<file path="config.mk">
export PLATFORM = sky130hd
export DESIGN_NAME = sorted_priority_queue_core
export DESIGN_NICKNAME = d
export VERILOG_FILES = /design/src/rtl/core/spq_pkg.sv /design/src/rtl/core/sorted_priority_queue_core.sv /design/src/rtl/core/spq_ram.sv
export SDC_FILE = /design/constraint.sdc
export NUM_CORES = 1
export LEC_CHECK = 0
export ABC_AREA = 1
export BUFFER_PORTS_ARGS = -buffer_cell sky130_fd_sc_hd__buf_2
export CAP_MARGIN = 15
export CORE_UTILIZATION = 50
export DETAILED_ROUTE_END_ITERATION = 16
export HOLD_SLACK_MARGIN = 0.12
export PLACE_DENSITY_LB_ADDON = 0.15
export SLEW_MARGIN = 40
export SYNTH_ARGS = -nofsm -noshare
export SYNTH_HDL_FRONTEND = slang
export SYNTH_SLANG_ARGS = --single-unit
</file>
<file path="constraint.sdc">
create_clock -name clk -period 4.8 [get_ports clk]
set_clock_uncertainty 0.05 [all_clocks]
set_input_delay 0.48 -clock clk [delete_from_list [all_inputs] [get_ports clk]]
set_output_delay 0.48 -clock clk [all_outputs]
set_load 0.005 [all_outputs]
</file>
<file path="src/rtl/core/spq_pkg.sv">
// Shared defaults and request and status codes for the sorted priority queue.
package spq_pkg;

  localparam int CAPACITY = 16;
  localparam int ID_BITS  = 8;
  localparam int KEY_BITS = 16;

  localparam logic [1:0] REQ_INSERT  = 2'd0;
  localparam logic [1:0] REQ_EXTRACT = 2'd1;
  localparam logic [1:0] REQ_CHANGE  = 2'd2;

  localparam logic [1:0] STAT_OK    = 2'd0;
  localparam logic [1:0] STAT_EMPTY = 2'd1;
  localparam logic [1:0] STAT_FULL  = 2'd2;

endpackage

</file>
<file path="src/rtl/core/sorted_priority_queue_core.sv">
// Sorted-list max priority queue: entries kept in one RAM, largest key at address 0.
// An insert scans down from the tail to its place; extract and change pass over every entry,
// and change then inserts the new key if there is room; an empty-queue extract or change, a dropped
// insert and an unused code skip the scan. Reads are pipelined with writes.
// One request in flight; the next is taken the cycle after its result is registered.
// Synchronous reset empties the queue; RAM contents are not cleared.
module sorted_priority_queue_core #(
  parameter int CAPACITY = spq_pkg::CAPACITY,
  parameter int ID_BITS  = spq_pkg::ID_BITS,
  parameter int KEY_BITS = spq_pkg::KEY_BITS,
  localparam int EW      = ID_BITS + KEY_BITS,
  localparam int CW      = $clog2(CAPACITY + 1),
  localparam int IN_W    = ((EW + 7) / 8) * 8,
  localparam int OUT_RAW = 2 * EW + CW,
  localparam int OUT_W   = ((OUT_RAW + 7) / 8) * 8
) (
  input  logic             clk,
  input  logic             rst,
  input  logic             s_tvalid,
  output logic             s_tready,
  input  logic [IN_W-1:0]  s_tdata,   // item_id, item_key
  input  logic [1:0]       s_tuser,   // req_type
  output logic             m_tvalid,
  input  logic             m_tready,
  output logic [OUT_W-1:0] m_tdata,   // out_id, out_key, front_id, front_key, entry_count
  output logic [1:0]       m_tuser    // status
);

  localparam int AW = $clog2(CAPACITY);

  typedef enum logic [2:0] {
    S_IDLE,
    S_REM,
    S_INS,
    S_FRONT,
    S_DONE
  } state_t;

  state_t              state;
  logic [1:0]          req;
  logic [ID_BITS-1:0]  nid;
  logic [KEY_BITS-1:0] nkey;
  logic [CW-1:0]       count;
  logic [CW-1:0]       ptr;
  logic [AW-1:0]       lag;
  logic                lag_ok;
  logic                issue_ok;
  logic                found;
  logic                pend0;
  logic [1:0]          status;
  logic [ID_BITS-1:0]  xid;
  logic [KEY_BITS-1:0] xkey;

  logic                out_valid;
  logic [1:0]          out_status;
  logic [ID_BITS-1:0]  out_id;
  logic [KEY_BITS-1:0] out_key;
  logic [ID_BITS-1:0]  front_id;
  logic [KEY_BITS-1:0] front_key;
  logic [CW-1:0]       entry_count;

  logic                ram_wr_en;
  logic [AW-1:0]       ram_wr_addr;
  logic [EW-1:0]       ram_wr_data;
  logic                ram_rd_en;
  logic [AW-1:0]       ram_rd_addr;
  logic [EW-1:0]       ram_q;

  logic [ID_BITS-1:0]  d_id;
  logic [KEY_BITS-1:0] d_key;
  logic                rem_match;
  logic                ins_shift;
  logic [CW-1:0]       ins_n;
  logic                out_free;

  // entry word: key in the low bits, id above
  assign d_key = ram_q[KEY_BITS-1:0];
  assign d_id  = ram_q[EW-1:KEY_BITS];

  assign rem_match = (req == spq_pkg::REQ_EXTRACT) || (d_id == nid);
  // front entry only yields to a strictly larger key; the rest yield to equal or larger
  assign ins_shift = (lag == '0) ? (d_key < nkey) : (d_key <= nkey);
  assign ins_n     = (state == S_REM) ? (count - CW'(found)) : count;
  assign out_free  = !out_valid || m_tready;

  spq_ram #(
    .WIDTH (EW),
    .DEPTH (CAPACITY)
  ) u_ram (
    .clk     (clk),
    .wr_en   (ram_wr_en),
    .wr_addr (ram_wr_addr),
    .wr_data (ram_wr_data),
    .rd_en   (ram_rd_en),
    .rd_addr (ram_rd_addr),
    .rd_data (ram_q)
  );

  always_comb begin
    ram_wr_en   = 1'b0;
    ram_wr_addr = lag;
    ram_wr_data = ram_q;
    ram_rd_en   = 1'b0;
    ram_rd_addr = ptr[AW-1:0];
    case (state)
      S_REM: begin
        ram_rd_en = ptr < count;
        // entries behind the removed one move down a place
        if (lag_ok && found) begin
          ram_wr_en   = 1'b1;
          ram_wr_addr = lag - AW'(1);
        end
      end
      S_INS: begin
        ram_rd_en = issue_ok;
        if (pend0) begin
          ram_wr_en   = 1'b1;
          ram_wr_addr = '0;
          ram_wr_data = {nid, nkey};
        end else if (lag_ok) begin
          ram_wr_en   = 1'b1;
          ram_wr_addr = lag + AW'(1);
          if (!ins_shift) begin
            ram_wr_data = {nid, nkey};
          end
        end
      end
      S_FRONT: begin
        ram_rd_en   = 1'b1;
        ram_rd_addr = '0;
      end
      default: begin
        ram_rd_en = 1'b0;
      end
    endcase
  end

  always_ff @(posedge clk) begin
    if (rst) begin
      state     <= S_IDLE;
      count     <= '0;
      lag_ok    <= 1'b0;
      issue_ok  <= 1'b0;
      found     <= 1'b0;
      pend0     <= 1'b0;
      out_valid <= 1'b0;
    end else begin
      // a new result in S_DONE takes over the register in the same cycle
      if (out_valid && m_tready && (state != S_DONE)) begin
        out_valid <= 1'b0;
      end
      case (state)
        S_IDLE: begin
          if (s_tvalid) begin
            req    <= s_tuser;
            nid    <= s_tdata[ID_BITS-1:0];
            nkey   <= s_tdata[EW-1:ID_BITS];
            xid    <= '0;
            xkey   <= '0;
            found  <= 1'b0;
            lag_ok <= 1'b0;
            case (s_tuser)
              spq_pkg::REQ_INSERT: begin
                if (count == CW'(CAPACITY)) begin
                  status <= spq_pkg::STAT_FULL;
                  pend0  <= 1'b0;
                  ptr    <= '0;
                  state  <= S_FRONT;
                end else if (count == '0) begin
                  status   <= spq_pkg::STAT_OK;
                  pend0    <= 1'b1;
                  ptr      <= '0;
                  issue_ok <= 1'b0;
                  state    <= S_INS;
                end else begin
                  status   <= spq_pkg::STAT_OK;
                  pend0    <= 1'b0;
                  ptr      <= count - CW'(1);
                  issue_ok <= 1'b1;
                  state    <= S_INS;
                end
              end
              spq_pkg::REQ_EXTRACT, spq_pkg::REQ_CHANGE: begin
                pend0 <= 1'b0;
                ptr   <= '0;
                if (count == '0) begin
                  status <= spq_pkg::STAT_EMPTY;
                  state  <= S_DONE;
                end else begin
                  status <= spq_pkg::STAT_OK;
                  state  <= S_REM;
                end
              end
              default: begin
                status <= spq_pkg::STAT_OK;
                pend0  <= 1'b0;
                ptr    <= '0;
                state  <= S_FRONT;
              end
            endcase
          end
        end
        S_REM: begin
          if (lag_ok && !found && rem_match) begin
            found <= 1'b1;
            if (req == spq_pkg::REQ_EXTRACT) begin
              xid  <= d_id;
              xkey <= d_key;
            end
          end
          if (ptr < count) begin
            ptr    <= ptr + CW'(1);
            lag    <= ptr[AW-1:0];
            lag_ok <= 1'b1;
          end else begin
            lag_ok <= 1'b0;
          end
          // pass over: all reads issued and the last one consumed
          if (!lag_ok && (ptr >= count)) begin
            count <= ins_n;
            if (req == spq_pkg::REQ_EXTRACT) begin
              state <= S_FRONT;
            end else if (ins_n == CW'(CAPACITY)) begin
              status <= spq_pkg::STAT_FULL;
              state  <= S_FRONT;
            end else if (ins_n == '0) begin
              pend0    <= 1'b1;
              issue_ok <= 1'b0;
              state    <= S_INS;
            end else begin
              ptr      <= ins_n - CW'(1);
              issue_ok <= 1'b1;
              state    <= S_INS;
            end
          end
        end
        S_INS: begin
          // scan downward from the tail, moving entries up until the slot is found
          if (issue_ok) begin
            lag    <= ptr[AW-1:0];
            lag_ok <= 1'b1;
            if (ptr == '0) begin
              issue_ok <= 1'b0;
            end else begin
              ptr <= ptr - CW'(1);
            end
          end else begin
            lag_ok <= 1'b0;
          end
          if (pend0) begin
            pend0 <= 1'b0;
            count <= count + CW'(1);
            state <= S_FRONT;
          end else if (lag_ok) begin
            if (ins_shift && (lag == '0)) begin
              pend0 <= 1'b1;
            end else if (!ins_shift) begin
              count <= count + CW'(1);
              state <= S_FRONT;
            end
          end
        end
        S_FRONT: begin
          state <= S_DONE;
        end
        S_DONE: begin
          if (out_free) begin
            out_valid   <= 1'b1;
            out_status  <= status;
            out_id      <= xid;
            out_key     <= xkey;
            front_id    <= (count == '0) ? '0 : d_id;
            front_key   <= (count == '0) ? '0 : d_key;
            entry_count <= count;
            state       <= S_IDLE;
          end
        end
        default: begin
          state <= S_IDLE;
        end
      endcase
    end
  end

  assign s_tready = (state == S_IDLE);
  assign m_tvalid = out_valid;
  assign m_tuser  = out_status;
  assign m_tdata  = OUT_W'({entry_count, front_key, front_id, out_key, out_id});

endmodule

</file>
<file path="src/rtl/core/spq_ram.sv">
// Generic simple dual-port RAM with one write port and a registered read port.
module spq_ram #(
  parameter int WIDTH = 24,
  parameter int DEPTH = 16
) (
  input  logic                     clk,
  input  logic                     wr_en,
  input  logic [$clog2(DEPTH)-1:0] wr_addr,
  input  logic [WIDTH-1:0]         wr_data,
  input  logic                     rd_en,
  input  logic [$clog2(DEPTH)-1:0] rd_addr,
  output logic [WIDTH-1:0]         rd_data
);

  logic [WIDTH-1:0] mem [DEPTH];

  always_ff @(posedge clk) begin
    if (wr_en) begin
      mem[wr_addr] <= wr_data;
    end
    if (rd_en) begin
      rd_data <= mem[rd_addr];
    end
  end

endmodule

</file>
==> summary.txt, run 1 <==
Clocking
  • Root Driver: clkbuf_16
  • Clock sinks: roughly 540
  • CTS max path bufs: 3
  • Post-CTS sizing: 0
  • Number of post-CTS setup repair buffers: 0
  • Clk Latency, worst-skew pair: slightly above 0.6 ns
  • # H-tree levels: 2
  • Num CTS Buffers: 53
  • Worst-path clk slew: about 0.060 ns
  • TritonCTS clock tree: built
  • Post-CTS Hold Fix Bufs: 26

Global routing
  • GR Layer Usage met2: between 30% and 40%
  • Grt met3 use: 3.609%
  • Gr busiest metal: met2
  • GR Layer Usage met1: approximately a third
  • Remaining global-route overflow: 0
  • Initial antenna violation count: 0
  • Vias in the first global route: approximately 14000
  • First-pass GRT wire length: roughly 83000 um
  • Largest net degree at the start of global routing: ~160
  • Global-route usage over all layers: a little under a quarter

Floorplan
  • Die Area: ~46000 um^2
  • Die X: ~210 um
  • Die height: roughly 210 um
  • Effective utilization at floorplan: about half
  • Boundary Pins: 90
  • Core Area: between 40000 and 50000 um^2
  • FP Rows: 77

Power
  • Power Internal: 9.761 mW
  • Net switching power: around 5.4 mW
  • Power density over cell area: just under 600 nW/um^2
  • Leak: ~9.7 nW
  • VDD IR-drop max: 0.0002940 V
  • Clock power share: 26.2%
  • Switching share of power: between 30% and 40%
  • Logic pwr share: about a third
  • Flop pwr share: a little over two fifths

Cells and area
  • Antenna Cells: 0
  • Final instance area: roughly 26000 um^2
  • Fillcell total: about 3600
  • Layout cells sized above 1: 13.04%
  • Layout Nets: 2073
  • Synthesis-to-layout area growth: 14.01%

Worst setup path
  • Reg2reg setup slack: 1.33 ns
  • Worst reg2reg path startpoint: u_ram.rd_data[13]$_DFFE_PP_
  • Worst Setup EP: u_ram.mem[3][6]$_DFFE_PP_
  • Critical Path Fanout Max: 43
  • Worst path required time: just over 5 ns
  • Crit path from: u_ram.rd_data[13]$_DFFE_PP_
  • Crit path DAT: about 3.9 ns
  • Critical Path Source Type: flop
  • CP Class: flop to flop
  • Reg2reg end: u_ram.mem[3][6]$_DFFE_PP_
  • CP Capture Type: flop
  • Worst R2R Path Depth: 10

Route
  • Final WL: approximately 54000 um
  • DRT antenna net count: 0
  • DR DRC count: 0
  • Drt first pass iters: 5
  • 1st-iter DRT viols: about 1500
  • Via density: about 5.5
  • Vias: between 10000 and 15000
  • WL/cell: between 20 and 25 um

Synthesis
  • Avg Cell Area, Syn: 12.01 um^2
  • Register bit total from synthesis: ~540
  • Top cells by area, synth: edfxtp_1 (69%), o21ai_0 (5.1%), nand2_1 (5.0%), inv_1 (3.4%), nor2_1 (3.1%)
  • Most frequent cells after synthesis: edfxtp_1 (524), nand2_1 (304), o21ai_0 (231)
  • Count leader, synth: edfxtp_1
  • Post-synth cell types: 45
  • Yosys top cell area share: 69.48%
  • Synthesized cell area: between 20000 and 25000 um^2
  • Largest area contributor in the netlist: edfxtp_1
  • Warnings, synthesis: 0
  • EDFF count, synth: about 520
  • Cells after Synth: ~1900
  • Seq/Total Area, Yosys: ~71%
  • Ys async rst share: 0%
  • Top FF cell, synth: edfxtp_1

Job
  • Max-Cap Viols: 0

STA
  • Max Slew Vio Count: 0
  • Post-layout min period: 3.466 ns
  • Final count of hold timing violations: 0
  • Worst-margin pin slew: about 0.81 ns
  • Fmax: 0.2885 GHz
  • RSZ-0062 raised after global routing: no
  • Worst slew margin: a little under half
  • Fin crit share: between 70 and 80%
  • Final setup TNS: 0 ns
  • Final setup viols: 0

Status
  • Outcome: completed

Place
  • Post-DP Area: 23880 um^2
  • Port buffer count: 86
  • GPL Wtd Cong: ~0.86
  • Hpwl dp: about 32000 um

Worst hold path
  • Hold depth: 2
  • Hold WC Path Type: primary input to flop
==> final cells by class <==
| cell class | instances | area [um^2] | area share, % |
|---|---|---|---|
| clock inverters | 30 | 266.5 | 1.032 |
| clock buffers | 62 | 1381 | 5.350 |
| flip-flops and latches | 537 | 16000 | 61.95 |
| multi-input cells | 1037 | 5498 | 21.29 |
| inverters | 216 | 813.3 | 3.150 |
| well taps | 592 | 740.7 | 2.869 |
| repair buffers | 165 | 1125 | 4.356 |
==> per-stage QoR <==
step	power, mW	hold slack [ns]	worst slack (ns)	util (%)	std cells
after CTS	15.24	0.1260	1.372	58.06	2638
after floorplan	9.731	0.3503	1.568	-	1888
after global placement	11.18	0.3514	1.474	53.75	2520
after global routing	16.09	0.1469	1.172	58.13	2639
after detailed placement	11.25	0.3545	1.409	53.77	2520
final	15.21	0.1674	1.334	58.13	2639
==> registers in the layout, indices dropped and copies added (netlist names), 3 cells and up <==
signal / count
ptr: 5
front_key: 16
xid: 8
u_ram.mem: 384
entry_count: 5
out_id: 8
count: 5
out_key: 16
state: 3
lag: 4
nid: 8
front_id: 8
xkey: 16
nkey: 16
u_ram.rd_data: 24
==> cells in the final DEF, fill, tap and decap left out, drive strengths merged, types with 18 or more instances in the layout <==
master	synthesis	routed
nand3	62	62
o211ai	20	20
inv	215	216
a21oi	27	27
nor2	195	195
o21ai	237	237
o22ai	18	18
dlygate4sd3	0	26
clkbuf	45	62
edfxtp	524	524
o221ai	78	78
ha	33	33
nand2	311	311
clkinv	1	24
buf	53	139
==> worst max-delay path: stages (launching register included) <==
cell and delay [ns]:
edfxtp_1 0.48, ha_1 0.35, a21oi_1 0.07, o21ai_0 0.34
nor2_1 0.13, nand2_1 0.12, nand2_1 0.08, nand2_1 0.24
nand2_2 0.52, o21ai_0 0.62, buf_4 0.30
==> cells by family after synthesis <==
group / count (synthesis) / share of synthesized area [%]
other: 1 / 0.01656
xor gates and xnor gates: 15 / 0.6464
DFF: 537 / 70.63
and+or+nand+nor: 591 / 10.60
adders and majority gates: 33 / 1.823
AOI/OAI and AO/OA: 395 / 10.61
buffers and inverters: 314 / 5.669
==> power groups by stage <==
stage | Combinational [mW] | Clock [mW] | Sequential (mW)
floorplan | 3.38 | 0 | 6.36
global placement | 4.72 | 0 | 6.46
detailed placement | 4.77 | 0 | 6.47
CTS | 4.81 | 4.05 | 6.38
global route | 5.45 | 4.22 | 6.42
finish | 4.85 | 3.98 | 6.38
==> worst min path at each step <==
stage / endpoint / startpoint
2_1_floorplan: m_tuser[0]$_DFFE_PP_ / status[0]$_SDFFCE_PP0P_
3_3_place_gp: m_tuser[1]$_DFFE_PP_ / status[1]$_SDFFCE_PP1P_
3_5_place_dp: out_id[7]$_DFFE_PP_ / xid[7]$_SDFFCE_PN0P_
4_1_cts: m_tvalid$_SDFF_PP0_ / rst
5_1_grt: m_tvalid$_SDFF_PP0_ / rst
6_report: m_tvalid$_SDFF_PP0_ / rst
==> metal layers <==
layer,vias to the layer above,routed length (um)
li1,6912,-
met1,7000,24190
met2,534,25100
met3,91,3769
met4,0,1126
met5,-,0
Power figures use the tool's default switching activity.
==> inputs of run 2 (changes only) <==
- ABC_AREA: 1 -> 0
- clock period: 4.8 -> 3.5 ns (I/O delays scaled with it)
==> run 2 against run 1 <==
Via count is 9.9% lower. Sequential share of layout area is 0.83 points lower. Flip-flop and latch count stayed put. First-iteration DRC count is 20% lower. Synthesized cell count is 23% lower. Largest power group unchanged. Largest cell class unchanged. Utilization is 0.91 points higher. Critical path depth is 2 lower. Hold slack better by 0.068 ns.
==> summary.txt, run 2 <==
STA
  • Max Slew Vio Count: 0 (unchanged)
  • RSZ-0062 raised after global routing: no
  • Final setup viols: 0 (unchanged)
  • Worst slew margin: 47.96% (+1.7 points)
  • Post-layout min period: 3.166 ns (-0.2997 ns)
  • Fin crit share: 90.47% (+18 points)
  • Worst-margin pin slew: 0.7806 ns (-0.02589 ns)
  • Final count of hold timing violations: 0 (unchanged)
  • Final setup TNS: 0 ns (unchanged)
  • Fmax: 0.3158 GHz (+9.5%)

Route
  • 1st-iter DRT viols: 1167 (-20%)
  • Vias: 13090 (-9.9%)
  • DR DRC count: 0 (unchanged)
  • Drt first pass iters: 7 (+2)
  • DRT antenna net count: 0 (unchanged)
  • WL/cell: 24.34 um (+19%)
  • Final WL: 55160 um (+1.8%)
  • Via density: 5.778 (+4.9%)

Worst setup path
  • Critical Path Fanout Max: 24 (-44%)
  • Reg2reg setup slack: 0.33 ns (-1.00 ns)
  • CP Class: flop to flop
  • Worst Setup EP: u_ram.mem[7][13]$_DFFE_PP_
  • CP max stage delay: 0.58 ns (-0.04 ns)
  • Crit path DAT: 3.36 ns (-0.49 ns)
  • CP Capture Type: flop
  • Crit path max-delay cell type: mux2_1
  • Chain of cells forming the critical path: ha_1, nand4_1, nor3_1, a21boi_1, o31a_1, o21ai_2, buf_12, mux2_1
  • Worst R2R Path Depth: 8 (-2)
  • Crit path from: u_ram.rd_data[15]$_DFFE_PP_
  • Reg2reg end: u_ram.mem[7][13]$_DFFE_PP_
  • Critical Path Source Type: flop
  • Worst reg2reg path startpoint: u_ram.rd_data[15]$_DFFE_PP_
  • Worst path required time: 3.69 ns (-1.50 ns)

Synthesis
  • Post-synth cell types: 73 (+62%)
  • Warnings, synthesis: 0 (unchanged)
  • Synthesized cell area: 22540 um^2 (-0.48%)
  • Avg Cell Area, Syn: 15.46 um^2 (+29%)
  • Largest area contributor in the netlist: edfxtp_1
  • Top FF cell, synth: edfxtp_1
  • Cells after Synth: 1458 (-23%)
  • EDFF count, synth: 524 (unchanged)
  • Most frequent cells after synthesis: edfxtp_1 (524), nand2_1 (130), mux2i_1 (99)
  • Seq/Total Area, Yosys: 70.97% (+0.34 points)
  • Top cells by area, synth: edfxtp_1 (70%), mux2i_1 (4.4%), a211oi_1 (2.4%), mux4_2 (2.4%), nand2_1 (2.2%)
  • Register bit total from synthesis: 537 (unchanged)
  • Count leader, synth: edfxtp_1
  • Ys async rst share: 0% (unchanged)
  • Yosys top cell area share: 69.81% (+0.33 points)

Place
  • GPL Wtd Cong: 0.9100 (+6.1%)
  • Post-DP Area: 24140 um^2 (+1.1%)
  • Placed Instances: 2135 (-15%)
  • Hpwl dp: 33290 um (+4.8%)
  • Port buffer count: 86 (unchanged)

Floorplan
  • Core Area: 44320 um^2 (-0.22%)
  • Die X: 214.3 um (-0.24%)
  • Die Area: 45930 um^2 (-0.47%)
  • Die height: 214.3 um (-0.24%)
  • FP Rows: 77 (unchanged)
  • Boundary Pins: 90 (unchanged)
  • Effective utilization at floorplan: 50.86% (-0.13 points)

Cells and area
  • Commonest non-fill, non-tap cell in the layout: edfxtp_1
  • Final instance area: 26170 um^2 (+1.4%)
  • Top Registers: u_ram.mem (384), u_ram.rd_data (24)
  • Synthesis-to-layout area growth: 16.10%
  • Largest register FFs: 384 (unchanged)
  • Final Non-Filler Cells: 2266 (-14%)
  • Fillcell total: 3490 (-2.8%)
  • Fin util: 59.05% (+0.91 points)
  • Layout cells sized above 1: 18.89% (+5.8 points)
  • Reg with most FFs: u_ram.mem
  • Layout Nets: 1690 (-18%)
  • Most frequent cells in the layout: edfxtp_1 (524), nand2_1 (129), mux2i_1 (99)

Status
  • Outcome: completed

Global routing
  • Largest net degree at the start of global routing: 87 (-44%)
  • First-pass GRT wire length: 82480 um (-0.83%)
  • Global-route usage over all layers: 24.25% (+0.64 points)
  • Vias in the first global route: 12810 (-7.6%)
  • Initial antenna violation count: 0 (unchanged)
  • Remaining global-route overflow: 0 (unchanged)

Clocking
  • Worst-path clk slew: 0.07 ns (about the same)
  • CTS max path bufs: 3 (unchanged)
  • Clk Latency, worst-skew pair: 0.62 ns (about the same)
  • Post-CTS sizing: 0 (unchanged)
  • TritonCTS clock tree: built
  • # H-tree levels: 2 (unchanged)
  • Clock sinks: 537 (unchanged)
  • Num CTS Buffers: 54 (+1.9%)
  • Root Driver: clkbuf_16

Power
  • Leak: 9.110 nW (-6.1%)
  • VDD IR-drop max: 0.0004049 V (+38%)
  • Power density over cell area: 723.2 nW/um^2 (+23%)

Worst hold path
  • Hold WC Path Type: primary input to flop

Job
  • Max-Cap Viols: 0 (unchanged)
## run 2: what timing repair did
item | CTS | global route
hold buffers | 28 | 0
setup buffers | 0 | 0
hold endpoints to repair | 28 | 0
## run 2: worst max-delay path, delay by kind of cell, from the launching register on
kind	cells	cell delay (ns)
buffers and inverters	1	0.18
AO/OA/AOI/OAI	3	0.51
flip-flops	1	0.46
adder cells (fa/ha/maj)	1	0.36
multiplexers	1	0.58
AND/OR/NAND/NOR	2	0.61
## run 2: through the flow
| stage | hold slack [ns] | total power [mW] | setup slack (ns) |
|---|---|---|---|
| 6_report | 0.2354 | 18.92 | 0.3336 |
| 5_1_grt | 0.2725 | 19.68 | 0.1797 |
| 4_1_cts | 0.1967 | 19.00 | 0.3519 |
| 3_5_place_dp | 0.3545 | 13.29 | 0.3964 |
| 3_3_place_gp | 0.3509 | 13.24 | 0.4428 |
| 2_1_floorplan | 0.3503 | 11.62 | -0.01658 |
## run 2: logic make-up after synthesis
kind of cell | Yosys count | share of synthesized area, %
AND/OR/NAND/NOR | 364 | 8.477
AO/OA/AOI/OAI | 230 | 7.034
adder cells (fa/ha/maj) | 33 | 1.832
other | 1 | 0.01664
buffers and inverters | 116 | 2.437
flip-flops | 537 | 70.97
multiplexers | 151 | 8.194
XOR/XNOR | 26 | 1.044
## run 2: final cells by class
class / instances / area, um^2 / share of cell area (%)
antenna: 1 / 2.502 / 0.009563
clock buffer: 67 / 1431 / 5.470
clock inverter: 35 / 319.1 / 1.219
inverter: 34 / 127.6 / 0.4877
multi-input combinational: 807 / 6073 / 23.21
sequential: 537 / 16000 / 61.12
tap: 592 / 740.7 / 2.831
timing repair buffer: 193 / 1479 / 5.651
## run 2: worst min-delay path by stage
| stage | startpoint | end | slack [ns] | cells after the start |
|---|---|---|---|---|
| 2_1_floorplan | status[0]$_SDFFCE_PP0P_ | m_tuser[0]$_DFFE_PP_ | 0.35 | 0 |
| 6_report | s_tvalid | lag_ok$_SDFFE_PP0P_ | 0.24 | 4 |
| 3_5_place_dp | xkey[3]$_SDFFCE_PN0P_ | out_key[3]$_DFFE_PP_ | 0.35 | 0 |
| 3_3_place_gp | xkey[9]$_SDFFCE_PN0P_ | out_key[9]$_DFFE_PP_ | 0.35 | 0 |
| 4_1_cts | s_tvalid | lag_ok$_SDFFE_PP0P_ | 0.20 | 4 |
| 5_1_grt | s_tvalid | lag_ok$_SDFFE_PP0P_ | 0.27 | 4 |
## run 2: per-layer routing
metal  wire length (um)  up-vias  GRT usage [%]  share of wire (%)
met2              25890      468          38.44                 47
met1              24800     6580          35.14                 45
met4               1050        0          6.143                1.9
li1                   -     5960              -                  -
met3               3419       84          3.929                6.2
met5                  0        -              0                  0
## run 2: where the power goes
group          internal (mW)  switching, mW  total (mW)
Sequential              8.08          0.297        8.38
Clock                   3.27           2.43        5.70
Combinational           1.77           3.08        4.85
==> inputs of run 3 (changes only) <==
- CORE_UTILIZATION: 50 -> 60
==> run 3 against run 2 <==
Worst setup slack improved by 0.068 ns. Critical path depth did not move. Via count up 0.82%. Sequential share of layout area is 1.2 points higher. Design area fell by 2.0%. Register-to-register slack gained 0.07 ns. Sequential power barely moved. Hold slack improved by 0.051 ns. Clock power down 9.8%. Total power fell by 3.6%. Global-route usage up 4.1 points. Critical endpoint is now u_ram.mem[3][13]$_DFFE_PP_. Highest routed layer is now met5.
==> summary.txt, run 3 (same netlist as run 2, synthesis figures left out) <==
Clocking
  • Num CTS Buffers: 52 (-3.7%)
  • Root Driver: clkbuf_16
  • Clk Latency, worst-skew pair: 0.61 ns (about the same)
  • # H-tree levels: 2 (unchanged)
  • Clock sinks: 537 (unchanged)
  • Worst-path clk slew: 0.06 ns (about the same)
  • CTS max path bufs: 3 (unchanged)
  • Post-CTS sizing: 0 (unchanged)
  • TritonCTS clock tree: built

Global routing
  • Gr busiest metal: met2
  • Global-route usage over all layers: 28.31% (+4.1 points)
  • Initial antenna violation count: 3 (+3)
  • Remaining global-route overflow: 0 (unchanged)
  • Vias in the first global route: 12750 (-0.50%)
  • GR Layer Usage met2: 44.21% (+5.8 points)
  • First-pass GRT wire length: 79020 um (-4.2%)
  • Grt met3 use: 6.876% (+2.9 points)
  • GR Layer Usage met1: 40.19% (+5.0 points)
  • Largest net degree at the start of global routing: 102 (+17%)

Floorplan
  • Boundary Pins: 90 (unchanged)
  • Die height: 195.8 um (-8.6%)
  • Core Area: 36790 um^2 (-17%)
  • FP Rows: 70 (-9.1%)
  • Die X: 195.8 um (-8.6%)
  • Effective utilization at floorplan: 61.27% (+10 points)
  • Die Area: 38340 um^2 (-17%)

Route
  • Via density: 6.226 (+7.8%)
  • Vias: 13200 (+0.82%)
  • DR DRC count: 0 (unchanged)
  • DRT antenna net count: 0 (unchanged)
  • Drt first pass iters: 6 (-1)
  • 1st-iter DRT viols: 1321 (+13%)
  • WL/cell: 25.02 um (+2.8%)
  • Final WL: 53050 um (-3.8%)

STA
  • Final count of hold timing violations: 0 (unchanged)
  • Post-layout min period: 3.098 ns (-0.06807 ns)
  • Fmax: 0.3228 GHz (+2.2%)
  • Worst-margin pin slew: 0.7863 ns (+0.005629 ns)
  • Final setup viols: 0 (unchanged)
  • RSZ-0062 raised after global routing: no
  • Worst slew margin: 47.58% (-0.38 points)
  • Fin crit share: 88.52% (-1.9 points)
  • Worst Setup Slack, final: 0.4017 ns (+0.06807 ns)
  • Max Slew Vio Count: 0 (unchanged)

Place
  • GPL Wtd Cong: 0.9440 (+3.7%)
  • Dpl ws: 0.4354 ns (+0.03905 ns)
  • Hpwl dp: 32370 um (-2.8%)
  • Post-DP Area: 23820 um^2 (-1.3%)
  • Port buffer count: 86 (unchanged)

Power
  • Pwr Total: 18.24 mW (-3.6%)
  • Power density over cell area: 710.7 nW/um^2 (-1.7%)
  • VDD IR-drop max: 0.0005347 V (+32%)
  • Leak: 8.945 nW (-1.8%)

Cells and area
  • Commonest non-fill, non-tap cell in the layout: edfxtp_1
  • Most frequent cells in the layout: edfxtp_1 (524), nand2_1 (129), mux2i_1 (99)
  • Antenna Cells: 0 (-1)
  • Fillcell total: 2396 (-31%)
  • Layout Nets: 1677 (-0.77%)
  • Largest register FFs: 384 (unchanged)
  • Layout cells sized above 1: 17.98% (-0.91 points)
  • Reg with most FFs: u_ram.mem
  • Synthesis-to-layout area growth: 13.84%
  • Top Registers: u_ram.mem (384), u_ram.rd_data (24)
  • Final instance area: 25660 um^2 (-2.0%)

Worst setup path
  • Crit path max-delay cell type: mux2_1
  • Chain of cells forming the critical path: ha_1, a41o_1, a21oi_1, nor3_1, o31a_1, o21ai_2, buf_4, mux2_1
  • CP Class: flop to flop
  • Crit path from: u_ram.rd_data[6]$_DFFE_PP_
  • Worst path required time: 3.69 ns (about the same)
  • Crit path DAT: 3.29 ns (-0.07 ns)
  • Critical Path Source Type: flop
  • CP max stage delay: 0.58 ns (about the same)
  • Worst reg2reg path startpoint: u_ram.rd_data[6]$_DFFE_PP_
  • CP Capture Type: flop
  • Critical Path Fanout Max: 18 (-25%)

Status
  • Outcome: completed

Job
  • Max-Cap Viols: 0 (unchanged)

Worst hold path
  • Worst hold start: s_tvalid
  • Hold WC Path Type: primary input to flop
-- run 3: report_power, final --
part           total (mW)  switching (mW)  internal [mW]
Clock                5.14            2.30           2.84
Sequential           8.40           0.319           8.08
Combinational        4.70            2.97           1.73
Total                18.2            5.59           12.6
-- run 3: stage by stage --
step / TNS [ns] / utilization, % / instances / hold slack, ns
6_report: 0 / 69.75 / 2120 / 0.2868
2_1_floorplan: -0.9117 / - / 1460 / 0.3503
3_3_place_gp: 0 / 64.74 / 1999 / 0.3539
5_1_grt: 0 / 69.75 / 2120 / 0.2927
3_5_place_dp: 0 / 64.74 / 1999 / 0.3545
4_1_cts: 0 / 69.75 / 2120 / 0.2300
-- run 3: final cells by class --
cell class,instances,area [um^2],share of cell area (%)
clock buffer,61,1356,5.286
clock inverter,31,196.4,0.7656
multi-input combinational,807,6073,23.67
timing repair buffer,182,1324,5.159
inverter,34,127.6,0.4974
sequential,537,16000,62.34
tap,468,585.6,2.282
-- run 3: path summary, 6_finish.rpt --
kind | slack [ns] | cells after the start | endpoint
min reg2reg | 0.37 | 0 | out_id[3]$_DFFE_PP_
max | 0.40 | 8 | u_ram.mem[3][13]$_DFFE_PP_
min | 0.29 | 4 | lag_ok$_SDFFE_PP0P_
max reg2reg | 0.40 | 8 | u_ram.mem[3][13]$_DFFE_PP_
-- run 3: critical path, delay by kind of cell, from the launching register on --
family | cells | cell delay [ns]
AOI/OAI and AO/OA | 4 | 0.87
adders and majority gates | 1 | 0.35
muxes | 1 | 0.58
DFF | 1 | 0.44
and+or+nand+nor | 1 | 0.10
buffers and inverters | 1 | 0.34
-- run 3: what timing repair did --
action,in CTS,in global routing
endpoints found under the hold margin,29,0
setup buffers,0,0
hold buffers,29,0
-- run 3: layer usage --
| layer | wire length (um) | share of wire (%) |
|---|---|---|
| met5 | 25 | 0.047 |
| met4 | 1107 | 2.1 |
| met3 | 5299 | 10 |
| met2 | 24870 | 47 |
| met1 | 21750 | 41 |
